## src/design/tmie_pkg.sv

```systemverilog
// Shared types and constants of the tape machine instruction executor.
package tmie_pkg;

  // Tape geometry.
  localparam int unsigned TapeDepth = 65536;
  localparam int unsigned AddrW     = (TapeDepth > 1) ? $clog2(TapeDepth) : 1;
  localparam int unsigned FillW     = AddrW + 1;
  localparam int unsigned CellW     = 16;
  localparam int unsigned ByteW     = 8;
  localparam int unsigned ActW      = 4;

  localparam logic [AddrW-1:0] LastAddr = AddrW'(TapeDepth - 1);

  // Instruction codes.
  typedef enum logic [ActW-1:0] {
    ActNop     = 4'd0,
    ActHalt    = 4'd1,
    ActHaltOne = 4'd2,
    ActInc     = 4'd3,
    ActDec     = 4'd4,
    ActRight   = 4'd5,
    ActClear   = 4'd6,
    ActDouble  = 4'd7,
    ActLeft    = 4'd8,
    ActOut     = 4'd9,
    ActOpen    = 4'd10,
    ActClose   = 4'd11,
    ActRead    = 4'd12,
    ActHome    = 4'd13
  } action_e;

  // One result word.
  typedef struct packed {
    logic             take_jump;
    logic             out_valid;
    logic [ByteW-1:0] out_char;
    logic             halt;
  } result_t;

  // Cell update requested by the execute logic.
  typedef struct packed {
    logic             wr;
    logic [CellW-1:0] data;
  } cell_upd_t;

endpackage

```

## src/design/tmie_alu.sv

```systemverilog
// Instruction decode and cell arithmetic for one executing instruction.
module tmie_alu import tmie_pkg::*; (
  input  logic [ActW-1:0]  action_i,
  input  logic [CellW-1:0] cell_i,
  input  logic [ByteW-1:0] byte_i,
  input  logic             ended_i,
  output cell_upd_t        upd_o,
  output result_t          res_o
);

  // Compute the new cell value and the result word.
  always_comb begin
    upd_o = '0;
    res_o = '0;
    case (action_i)
      ActHalt: begin
        res_o.halt = 1'b1;
      end
      ActHaltOne: begin
        res_o.halt = (cell_i == CellW'(1));
      end
      ActInc: begin
        upd_o.wr   = 1'b1;
        upd_o.data = cell_i + CellW'(1);
      end
      ActDec: begin
        upd_o.wr   = 1'b1;
        upd_o.data = cell_i - CellW'(1);
      end
      ActClear: begin
        upd_o.wr   = 1'b1;
        upd_o.data = '0;
      end
      ActDouble: begin
        upd_o.wr   = 1'b1;
        upd_o.data = {cell_i[CellW-2:0], 1'b0};
      end
      ActOut: begin
        res_o.out_valid = 1'b1;
        res_o.out_char  = cell_i[ByteW-1:0];
      end
      ActOpen: begin
        res_o.take_jump = (cell_i == '0);
      end
      ActClose: begin
        res_o.take_jump = (cell_i != '0);
      end
      ActRead: begin
        upd_o.wr   = 1'b1;
        upd_o.data = ended_i ? {CellW{1'b1}} : {{(CellW-ByteW){1'b0}}, byte_i};
      end
      default: begin
        // Nop, pointer moves and unused codes leave the cell alone.
      end
    endcase
  end

endmodule

```

## config.mk

```make
export PLATFORM = sky130hd
export DESIGN_NAME = tmie_alu
export DESIGN_NICKNAME = d
export VERILOG_FILES = /design/src/design/tmie_pkg.sv /design/src/design/tmie_alu.sv
export SDC_FILE = /design/constraint.sdc
export NUM_CORES = 1
export LEC_CHECK = 0
export ABC_AREA = 0
export BUFFER_PORTS_ARGS = -buffer_cell sky130_fd_sc_hd__buf_4
export CAP_MARGIN = 20
export CORE_MARGIN = 4
export CORE_UTILIZATION = 49
export DETAILED_ROUTE_END_ITERATION = 7
export PLACE_DENSITY = 0.85
export SETUP_SLACK_MARGIN = 0.1
export SLEW_MARGIN = 20
export SYNTH_ARGS = -nofsm -noshare
export SYNTH_HDL_FRONTEND = slang
export SYNTH_SLANG_ARGS = --single-unit
```

## constraint.sdc

```tcl
create_clock -name vclk -period 2.5
set_clock_uncertainty 0.05 [all_clocks]
set_input_delay 0.375 -clock vclk [all_inputs]
set_output_delay 0.375 -clock vclk [all_outputs]
set_load 0.01 [all_outputs]
```

==> results.py, run 1 <==
metrics = {
    "status": {
        "violations": "negative setup slack",
        "run_status": "complete, but fails checks",
    },
    "floorplan": {
        "rows": 17,
        "ioPinCount": 57,
        "die_area_sq_um": 3206,
        "dieWidth_um": 56.63,
        "floorplan.initialDensity_pct": 51.88,
        "coreArea_sq_um": 2233,
        "die_h_um": 56.63,
    },
    "worst_setup_path": {
        "path_buf_inv": 3,
        "worst-path-stages": 8,
        "cp_slowest_cell": "sky130_fd_sc_hd__or4_4",
        "critPathLaunchType": "input port",
        "crit_arrival_ns": 2.18,
        "timing.critical_path.to_type": "output port",
        "critical-path-max-stage-delay_ns": 0.55,
        "worst_path_dominant_cell_family": "simple AND/OR/NAND/NOR gates",
        "timing.critical_path.cells": "buf_6 > or4_4 > or4_4 > buf_4 > nor2_4 > xnor2_2 > o221ai_2 > buf_4",
        "critical_path_class": "in2out",
        "crit_start": "cell_i[10]",
        "cp_max_fo": 4,
        "worstSetupEndpoint": "upd_o[15]",
        "worstPathRequired_ns": 2.08,
    },
    "pwr": {
        "power_frac_clock_pct": 0,
        "netSwitchingPower_mw": 0.1222,
        "cellLeakagePower_nw": 0.7606,
        "internal_power_mw": 0.1142,
        "vdd.ir_drop.worst_mv": 0.09960,
        "power.switching_fraction_pct": 51.69,
        "share_comb_of_total_power_pct": 100.0,
        "pwr-share-seq_pct": 0,
        "cellPowerDensity_nw_per_um2": 136.6,
    },
    "sta": {
        "slew-limit-headroom_pct": 66.49,
        "final_max_slew_viol_count": 0,
        "timing.final.hold_violations": 0,
        "clock.fmax_mhz": 383.7,
        "fin_hold_ws_ns": 1.022,
        "finalWorstSetupSlack_ns": -0.1059,
        "setup_viol_count_final": 2,
        "unrepaired_setup_endpoints_after_global_routing": "true",
        "layout_worst_path_cycle_share_pct": 104.2,
        "period_minus_slack_ns": 2.606,
        "tightest_slew_ns": 0.5014,
    },
    "layout": {
        "num-clock-buffers": 0,
        "post_route_cells_drive_above_1_share_pct": 38.43,
        "utilization_pct": 77.48,
        "fillers": 179,
        "flow.area_growth_from_synthesis_pct": 49.35,
        "n_antenna_cell": 0,
        "layout.cell_area.non_filler_sq_um": 1730,
        "design.seq.count": 0,
        "layout.nets": 276,
        "sequential_cell_area_sq_um": 0,
    },
    "grt": {
        "globalRouteOverflowTotal": 0,
        "grt_usage_pct": 25.15,
        "number_of_antenna_violations_at_the_first_check_in_global_routing": 0,
        "grt_pass1_wl_mm": 6.927,
        "maximum_number_of_pins_on_one_net_before_global_route_repair": 14,
        "grt_pass1_vias": 1486,
    },
    "run": {
        "timing.max_cap.violations": 0,
    },
    "detailed_routing": {
        "route.detailed.wl_per_inst_um": 16.24,
        "drt-initial-drc-count": 81,
        "detail-route-antenna-nets": 0,
        "viasPerCell": 6.296,
        "wirelength_mm": 4.386,
        "drcViolationCount": 0,
        "drt-pass1-iter-count": 5,
        "routed-via-count": 1700,
    },
    "placement": {
        "post_dp_cell_area_sq_um": 1622,
        "routabilityCongestion": 0.9123,
        "detailedPlacementHpwl_mm": 3.266,
        "i_o_buffers": 57,
    },
    "worst_hold_path": {
        "min_path_cells": 3,
        "worst_hold_path_type": "in2out",
    },
    "synth": {
        "synthDistinctLibCells": 43,
        "synth.net_count": 221,
        "synth_top_area_share_pct": 9.071,
        "yosysMostFrequentCell": "sky130_fd_sc_hd__nor2_1",
        "syn-instance-count": 189,
        "yosysTopAreaCell": "sky130_fd_sc_hd__nor2_1",
        "syn-cell-area_sq_um": 1159,
        "avgSynthCellArea_sq_um": 6.130,
        "synth_top_cells_by_area": "sky130_fd_sc_hd__nor2_1, sky130_fd_sc_hd__xor2_1, sky130_fd_sc_hd__and2_1",
        "synth_common_cells": "sky130_fd_sc_hd__nor2_1, sky130_fd_sc_hd__clkbuf_1, sky130_fd_sc_hd__a21oi_1, sky130_fd_sc_hd__nand2_1, sky130_fd_sc_hd__nor3_1",
        "synth.yosys.seq_area_share_pct": 0,
        "yosysWarnings": 0,
    },
    "clocking": {
        "holdBufCountCts": 0,
    },
}
worst min path at each step:
stage          slack, ns        start         to
2_1_floorplan       0.78  action_i[1]  upd_o[16]
3_3_place_gp        1.01  action_i[3]   res_o[0]
3_5_place_dp        1.01  action_i[3]   res_o[0]
4_1_cts             1.01  action_i[3]   res_o[0]
5_1_grt             1.04  action_i[3]   res_o[0]
6_report            1.02  action_i[3]   res_o[0]
cell families after synthesis:
group / count (synthesis) / share of synthesized area, %
xor+xnor: 14 / 10.58
buf+inv: 25 / 11.01
simple gates: 97 / 44.71
compound gates: 50 / 30.45
fa+ha+maj: 3 / 3.240
layout by cell type, fill, tap and decap left out, types with 2 or more instances in the layout:
cell / netlist / routed
sky130_fd_sc_hd__buf_4: 1 / 72
sky130_fd_sc_hd__nor2_1: 28 / 26
sky130_fd_sc_hd__nand2_1: 13 / 13
sky130_fd_sc_hd__a21oi_1: 13 / 13
sky130_fd_sc_hd__xor2_1: 10 / 10
sky130_fd_sc_hd__and2_1: 11 / 10
sky130_fd_sc_hd__nor3_1: 12 / 8
sky130_fd_sc_hd__nand3_1: 8 / 7
sky130_fd_sc_hd__o21ai_0: 7 / 7
sky130_fd_sc_hd__o221ai_1: 7 / 6
sky130_fd_sc_hd__nand4_1: 5 / 5
sky130_fd_sc_hd__inv_1: 4 / 4
sky130_fd_sc_hd__nor3_2: 0 / 4
sky130_fd_sc_hd__a221oi_1: 4 / 4
sky130_fd_sc_hd__o22ai_1: 4 / 4
sky130_fd_sc_hd__a221o_1: 4 / 4
sky130_fd_sc_hd__and3_1: 3 / 3
sky130_fd_sc_hd__xnor2_1: 4 / 3
sky130_fd_sc_hd__nor2b_1: 2 / 2
sky130_fd_sc_hd__and3b_1: 2 / 2
sky130_fd_sc_hd__or4_4: 2 / 2
sky130_fd_sc_hd__a21o_1: 2 / 2
sky130_fd_sc_hd__o211ai_1: 2 / 2
sky130_fd_sc_hd__nor4_1: 3 / 2
sky130_fd_sc_hd__o2bb2ai_1: 2 / 2
sky130_fd_sc_hd__ha_1: 3 / 2
sky130_fd_sc_hd__buf_6: 2 / 2
stage by stage:
stage          setup TNS (ns)  cells  setup slack (ns)  total power [mW]
2_1_floorplan               0    189           0.07546            0.1195
3_3_place_gp         -0.04153    268          -0.04153            0.2156
3_5_place_dp         -0.08019    268          -0.08019            0.2217
4_1_cts              -0.07819    269          -0.07720            0.2250
5_1_grt               -0.3626    270           -0.1611            0.2554
6_report              -0.1841    270           -0.1059            0.2363
power groups by stage:
| stage | Clock (mW) | Combinational, mW | Sequential, mW |
|---|---|---|---|
| 3_3_place_gp | 0 | 0.216 | 0 |
| 2_1_floorplan | 0 | 0.120 | 0 |
| 4_1_cts | 0 | 0.225 | 0 |
| 5_1_grt | 0 | 0.255 | 0 |
| 6_report | 0 | 0.236 | 0 |
| 3_5_place_dp | 0 | 0.222 | 0 |
metal layers:
metal | GRT usage [%] | up-vias | routed length (um)
met5 | 0 | - | 0
met4 | 1.695 | 0 | 15
met3 | 1.609 | 2 | 393
met2 | 44.22 | 103 | 2239
met1 | 34.69 | 788 | 1737
li1 | - | 807 | -
worst min-delay path, delay by kind of cell:
kind,cells,cell delay (ns)
AND/OR/NAND/NOR,1,0.06
buffers and inverters,2,0.26
repair_timing:
item	CTS	global route
setup buffers	1	1
setup endpoints to repair	5	9
pin swaps	4	5
gates cloned	0	0
gates resized for setup	6	13
area by class of cell:
type               instances  area (sq um)  share of cell area (%)
well taps                 28         35.03                   2.025
multi-input cells        164          1117                   64.57
repair buffers            74         563.0                   32.54
inverters                  4         15.01                  0.8677
(Power assumes the default switching activity.)
==> run 2: changes to the inputs <==
Settings changed: REMOVE_ABC_BUFFERS set to 1.
==> results.py, run 2 (same netlist as run 1, synthesis figures left out) <==
metrics = {
    "grt": {
        "grt_usage_pct": 24.82,
        "grt_pass1_wl_mm": 6.789,
        "maximum_number_of_pins_on_one_net_before_global_route_repair": 14,
        "number_of_antenna_violations_at_the_first_check_in_global_routing": 0,
        "globalRouteOverflowTotal": 0,
        "grt_pass1_vias": 1467,
    },
    "worst_setup_path": {
        "cp_slowest_cell": "sky130_fd_sc_hd__or4_4",
        "timing.critical_path.cells": "buf_6 > or4_4 > or4_4 > nor3b_2 > xor2_1 > and4_1 > buf_4",
        "critical_path_class": "in2out",
        "worstPathRequired_ns": 2.08,
        "cp_max_fo": 2,
        "timing.critical_path.to_type": "output port",
        "crit_path_frequent_cell": "sky130_fd_sc_hd__or4_4",
        "critPathLaunchType": "input port",
        "critical-path-max-stage-delay_ns": 0.54,
        "crit_arrival_ns": 2.16,
    },
    "floorplan": {
        "floorplan.initialDensity_pct": 51.88,
        "coreArea_sq_um": 2233,
        "die_h_um": 56.63,
        "die_area_sq_um": 3206,
        "dieWidth_um": 56.63,
        "ioPinCount": 57,
        "rows": 17,
    },
    "detailed_routing": {
        "wirelength_mm": 4.265,
        "drt-pass1-iter-count": 4,
        "route.detailed.wl_per_inst_um": 15.74,
        "drt-initial-drc-count": 77,
        "viasPerCell": 6.196,
        "routed-via-count": 1679,
        "detail-route-antenna-nets": 0,
        "drcViolationCount": 0,
    },
    "layout": {
        "num-clock-buffers": 0,
        "post_route_cells_drive_above_1_share_pct": 38.68,
        "design.seq.count": 0,
        "sequential_cell_area_sq_um": 0,
        "final_cell_mix": "sky130_fd_sc_hd__buf_4, sky130_fd_sc_hd__nor2_1, sky130_fd_sc_hd__nand2_1, sky130_fd_sc_hd__a21oi_1, sky130_fd_sc_hd__and2_1",
        "layout_commonest_cell": "sky130_fd_sc_hd__buf_4",
        "layout.nets": 277,
        "flow.area_growth_from_synthesis_pct": 49.24,
        "n_antenna_cell": 0,
    },
    "pwr": {
        "cellPowerDensity_nw_per_um2": 135.1,
        "vdd.ir_drop.worst_mv": 0.1098,
        "cellLeakagePower_nw": 0.7508,
    },
    "placement": {
        "placement.setup.worst_slack_ns": -0.1161,
        "i_o_buffers": 57,
        "detailedPlacementHpwl_mm": 3.159,
        "routabilityCongestion": 0.8944,
    },
    "sta": {
        "slew-limit-headroom_pct": 66.76,
        "clock.fmax_mhz": 386.4,
        "setup_viol_count_final": 3,
        "finalWorstSetupSlack_ns": -0.08773,
        "fin_tns_setup_ns": -0.1415,
        "unrepaired_setup_endpoints_after_global_routing": "true",
        "final_max_slew_viol_count": 0,
        "period_minus_slack_ns": 2.588,
        "timing.final.hold_violations": 0,
        "tightest_slew_ns": 0.4973,
        "layout_worst_path_cycle_share_pct": 103.5,
    },
    "run": {
        "timing.max_cap.violations": 0,
    },
    "clocking": {
        "holdBufCountCts": 0,
    },
    "worst_hold_path": {
        "worst_hold_path_type": "in2out",
    },
    "status": {
        "run_status": "complete, but fails checks",
        "violations": "negative setup slack",
    },
}
==> run 2: layout make-up <==
| class | instances | area [sq um] |
|---|---|---|
| fill | 177 | 504.2 |
| inverter | 4 | 15.01 |
| multi-input combinational | 164 | 1101 |
| tap | 28 | 35.03 |
| timing repair buffer | 75 | 578.1 |
==> run 2: path summary, 6_finish.rpt <==
check                  startpoint   endpoint  slack (ns)  cells past startpoint
worst max-delay path   cell_i[10]  res_o[10]       -0.09                      7
worst min-delay path  action_i[3]   res_o[0]        1.02                      3
==> run 2: what timing repair did <==
action                                  CTS  global route
endpoints found under the setup margin    5             9
resized for setup                        10            10
buffers inserted                          2             0
hold endpoints to repair                  0             0
pin swaps                                 8             5
==> run 2: worst max-delay path, delay by kind of cell <==
kind,cells,cell delay (ns)
xor+xnor,1,0.18
buf+inv,2,0.21
simple gates,4,1.39
==> run 2: per-layer routing <==
metal | vias to the layer above | wire [um] | track usage (%)
met5 | - | 0 | 0
met4 | 0 | 34 | 3.390
met3 | 4 | 426 | 2.069
met2 | 96 | 2020 | 41.58
met1 | 770 | 1784 | 34.97
li1 | 809 | - | -
==> run 2: metrics by stage <==
step / hold WS [ns] / total power, mW / util, % / std cells / instance area [sq um]
CTS: 1.013 / 0.2250 / 75.24 / 271 / 1680
finish: 1.019 / 0.2337 / 77.42 / 271 / 1729
global route: 1.042 / 0.2520 / 77.42 / 271 / 1729
global placement: 1.007 / 0.2150 / 72.94 / 269 / 1629
detailed placement: 1.015 / 0.2209 / 72.94 / 269 / 1629
floorplan: 0.7507 / 0.08911 / - / 168 / 1046
==> run 2: power breakdown <==
part | leakage [nW] | internal, mW | total (mW) | switching [mW]
clock | 0 | 0 | 0 | 0
combinational | 0.751 | 0.114 | 0.234 | 0.119
sequential | 0 | 0 | 0 | 0
total | 0.751 | 0.114 | 0.234 | 0.119
==> run 3: changes to the inputs <==
Settings changed: ABC_AREA 0 to 1, CORE_UTILIZATION 49 to 51, SKIP_LAST_GASP set to 1.
==> results.py, run 3 <==
metrics = {
    "placement": {
        "cell_count_after_placement": 357,
        "routabilityCongestion": 1.000,
        "placement.setup.worst_slack_ns": 0.4456,
        "detailedPlacementHpwl_mm": 3.622,
        "i_o_buffers": 57,
    },
    "sta": {
        "fin_tns_setup_ns": 0,
        "unrepaired_setup_endpoints_after_global_routing": "false",
        "tightest_slew_ns": 0.5032,
        "final_max_slew_viol_count": 0,
        "finalWorstSetupSlack_ns": 0.4404,
        "layout_worst_path_cycle_share_pct": 82.38,
        "setup_viol_count_final": 0,
        "period_minus_slack_ns": 2.060,
        "clock.fmax_mhz": 485.5,
        "timing.final.hold_violations": 0,
        "slew-limit-headroom_pct": 66.42,
        "fin_hold_ws_ns": 1.005,
    },
    "grt": {
        "grt_use_met2_pct": 47.69,
        "grt_pass1_wl_mm": 7.314,
        "grt_usage_pct": 26.32,
        "grtUsageMet3_pct": 3.289,
        "globalRouteOverflowTotal": 0,
        "globalRoute.busiestLayer": "met2",
        "grt_pass1_vias": 1743,
        "gr-usage-met1_pct": 32.37,
        "number_of_antenna_violations_at_the_first_check_in_global_routing": 0,
        "maximum_number_of_pins_on_one_net_before_global_route_repair": 18,
    },
    "floorplan": {
        "ioPinCount": 57,
        "die_area_sq_um": 3421,
        "floorplan.initialDensity_pct": 52.96,
        "rows": 18,
        "dieWidth_um": 58.49,
        "die_h_um": 58.49,
        "coreArea_sq_um": 2455,
    },
    "pwr": {
        "total_power_mw": 0.2134,
        "cellLeakagePower_nw": 0.9054,
        "vdd.ir_drop.worst_mv": 0.09581,
        "cellPowerDensity_nw_per_um2": 123.2,
    },
    "synth": {
        "syn-cell-area_sq_um": 1300,
        "synth_common_cells": "sky130_fd_sc_hd__nand2_1, sky130_fd_sc_hd__nand3_1, sky130_fd_sc_hd__nor2_1, sky130_fd_sc_hd__inv_1, sky130_fd_sc_hd__o21ai_0",
        "avgSynthCellArea_sq_um": 4.710,
        "yosysMostFrequentCell": "sky130_fd_sc_hd__nand2_1",
        "synthDistinctLibCells": 21,
        "synth.yosys.seq_area_share_pct": 0,
        "syn-instance-count": 276,
        "yosysTopAreaCell": "sky130_fd_sc_hd__nand2_1",
        "synth_top_cells_by_area": "sky130_fd_sc_hd__nand2_1, sky130_fd_sc_hd__nand3_1, sky130_fd_sc_hd__nor2_1",
        "synth_top_area_share_pct": 21.37,
        "yosysWarnings": 0,
    },
    "worst_setup_path": {
        "critPathLaunchType": "input port",
        "crit_arrival_ns": 1.63,
        "timing.critical_path.to_type": "output port",
        "cp_slowest_cell": "sky130_fd_sc_hd__ha_1",
        "worstPathRequired_ns": 2.08,
        "critical-path-max-stage-delay_ns": 0.26,
        "cp_max_fo": 6,
        "path_buf_inv": 3,
        "critical_path_class": "in2out",
        "crit_start": "cell_i[0]",
        "worst-path-stages": 10,
        "timing.critical_path.cells": "buf_4 > inv_1 > ha_1 > nand3_4 > nor2_4 > nand2_1 > nand2_1 > nand3_1 > nand3b_1 > buf_4",
        "worst_path_dominant_cell_family": "simple AND/OR/NAND/NOR gates",
    },
    "detailed_routing": {
        "route.detailed.wl_per_inst_um": 12.52,
        "wirelength_mm": 4.470,
        "viasPerCell": 5.459,
        "drcViolationCount": 0,
        "detail-route-antenna-nets": 0,
        "drt-pass1-iter-count": 4,
        "drt-initial-drc-count": 139,
        "routed-via-count": 1949,
    },
    "layout": {
        "design.seq.count": 0,
        "stdcell_count": 357,
        "layout_commonest_cell": "sky130_fd_sc_hd__nand2_1",
        "n_antenna_cell": 0,
        "post_route_cells_drive_above_1_share_pct": 21.10,
        "area_of_the_multi_input_gates_sq_um": 1114,
        "layout.nets": 361,
        "flow.area_growth_from_synthesis_pct": 33.30,
        "final_cell_mix": "sky130_fd_sc_hd__nand2_1, sky130_fd_sc_hd__buf_4, sky130_fd_sc_hd__nand3_1, sky130_fd_sc_hd__nor2_1, sky130_fd_sc_hd__inv_1",
        "sequential_cell_area_sq_um": 0,
        "fillers": 252,
        "num-clock-buffers": 0,
    },
    "clocking": {
        "holdBufCountCts": 0,
        "cts_setup_buffers": 0,
        "cts_resized": 0,
    },
    "worst_hold_path": {
        "worst_hold_path_type": "in2out",
        "min_path_cells": 4,
        "holdCritStartpoint": "byte_i[0]",
    },
    "status": {
        "run_status": "finished, final reports clean",
    },
    "run": {
        "timing.max_cap.violations": 0,
    },
}
-- run 3: cell count changes after synthesis, sizes merged, moves of 7 or more --
| cell | previous run | this run |
|---|---|---|
| a21oi | 13 | 1 |
| and2 | 11 | 0 |
| clkbuf | 18 | 0 |
| inv | 4 | 41 |
| nand2 | 13 | 75 |
| nand3 | 8 | 49 |
| nor2 | 28 | 50 |
| nor3 | 12 | 2 |
| o21ai | 7 | 30 |
| o221ai | 7 | 0 |
| xor2 | 10 | 0 |
-- run 3: layer usage --
layer | up-vias | part of all wire [%]
met1 | 833 | 43
met2 | 92 | 46
met5 | - | 0
met3 | 11 | 8.3
li1 | 1013 | -
met4 | 0 | 2.3
-- run 3: metrics by stage --
step,util (%),cell area [sq um]
after floorplan,-,1267
after detailed placement,70.59,1733
after CTS,70.59,1733
final,70.59,1733
after global placement,70.59,1733
after global routing,70.59,1733
-- run 3: cell families after synthesis --
family / share of synthesized area, %
AOI/OAI and AO/OA: 15.21
buffers and inverters: 14.34
and+or+nand+nor: 67.57
adders and majority gates: 2.888
-- run 3: worst paths after layout --
kind / endpoint / slack, ns
worst min-delay path: upd_o[0] / 1.00
worst max-delay path: upd_o[12] / 0.44
-- run 3: power breakdown --
part,total [mW],internal (mW),switching (mW)
Sequential,0,0,0
Clock,0,0,0
Combinational,0.213,0.0888,0.125
Total,0.213,0.0888,0.125
-- run 3: area by class of cell --
class	count	area share [%]
well taps	30	2.166
repair buffers	57	24.69
multi-input cells	229	64.26
inverters	41	8.881
-- run 3: worst min-delay path, cell delays in order --
cell                      delay [ns]
sky130_fd_sc_hd__buf_4          0.08
sky130_fd_sc_hd__o21ai_0        0.06
sky130_fd_sc_hd__nand2_1        0.06
sky130_fd_sc_hd__buf_4          0.11
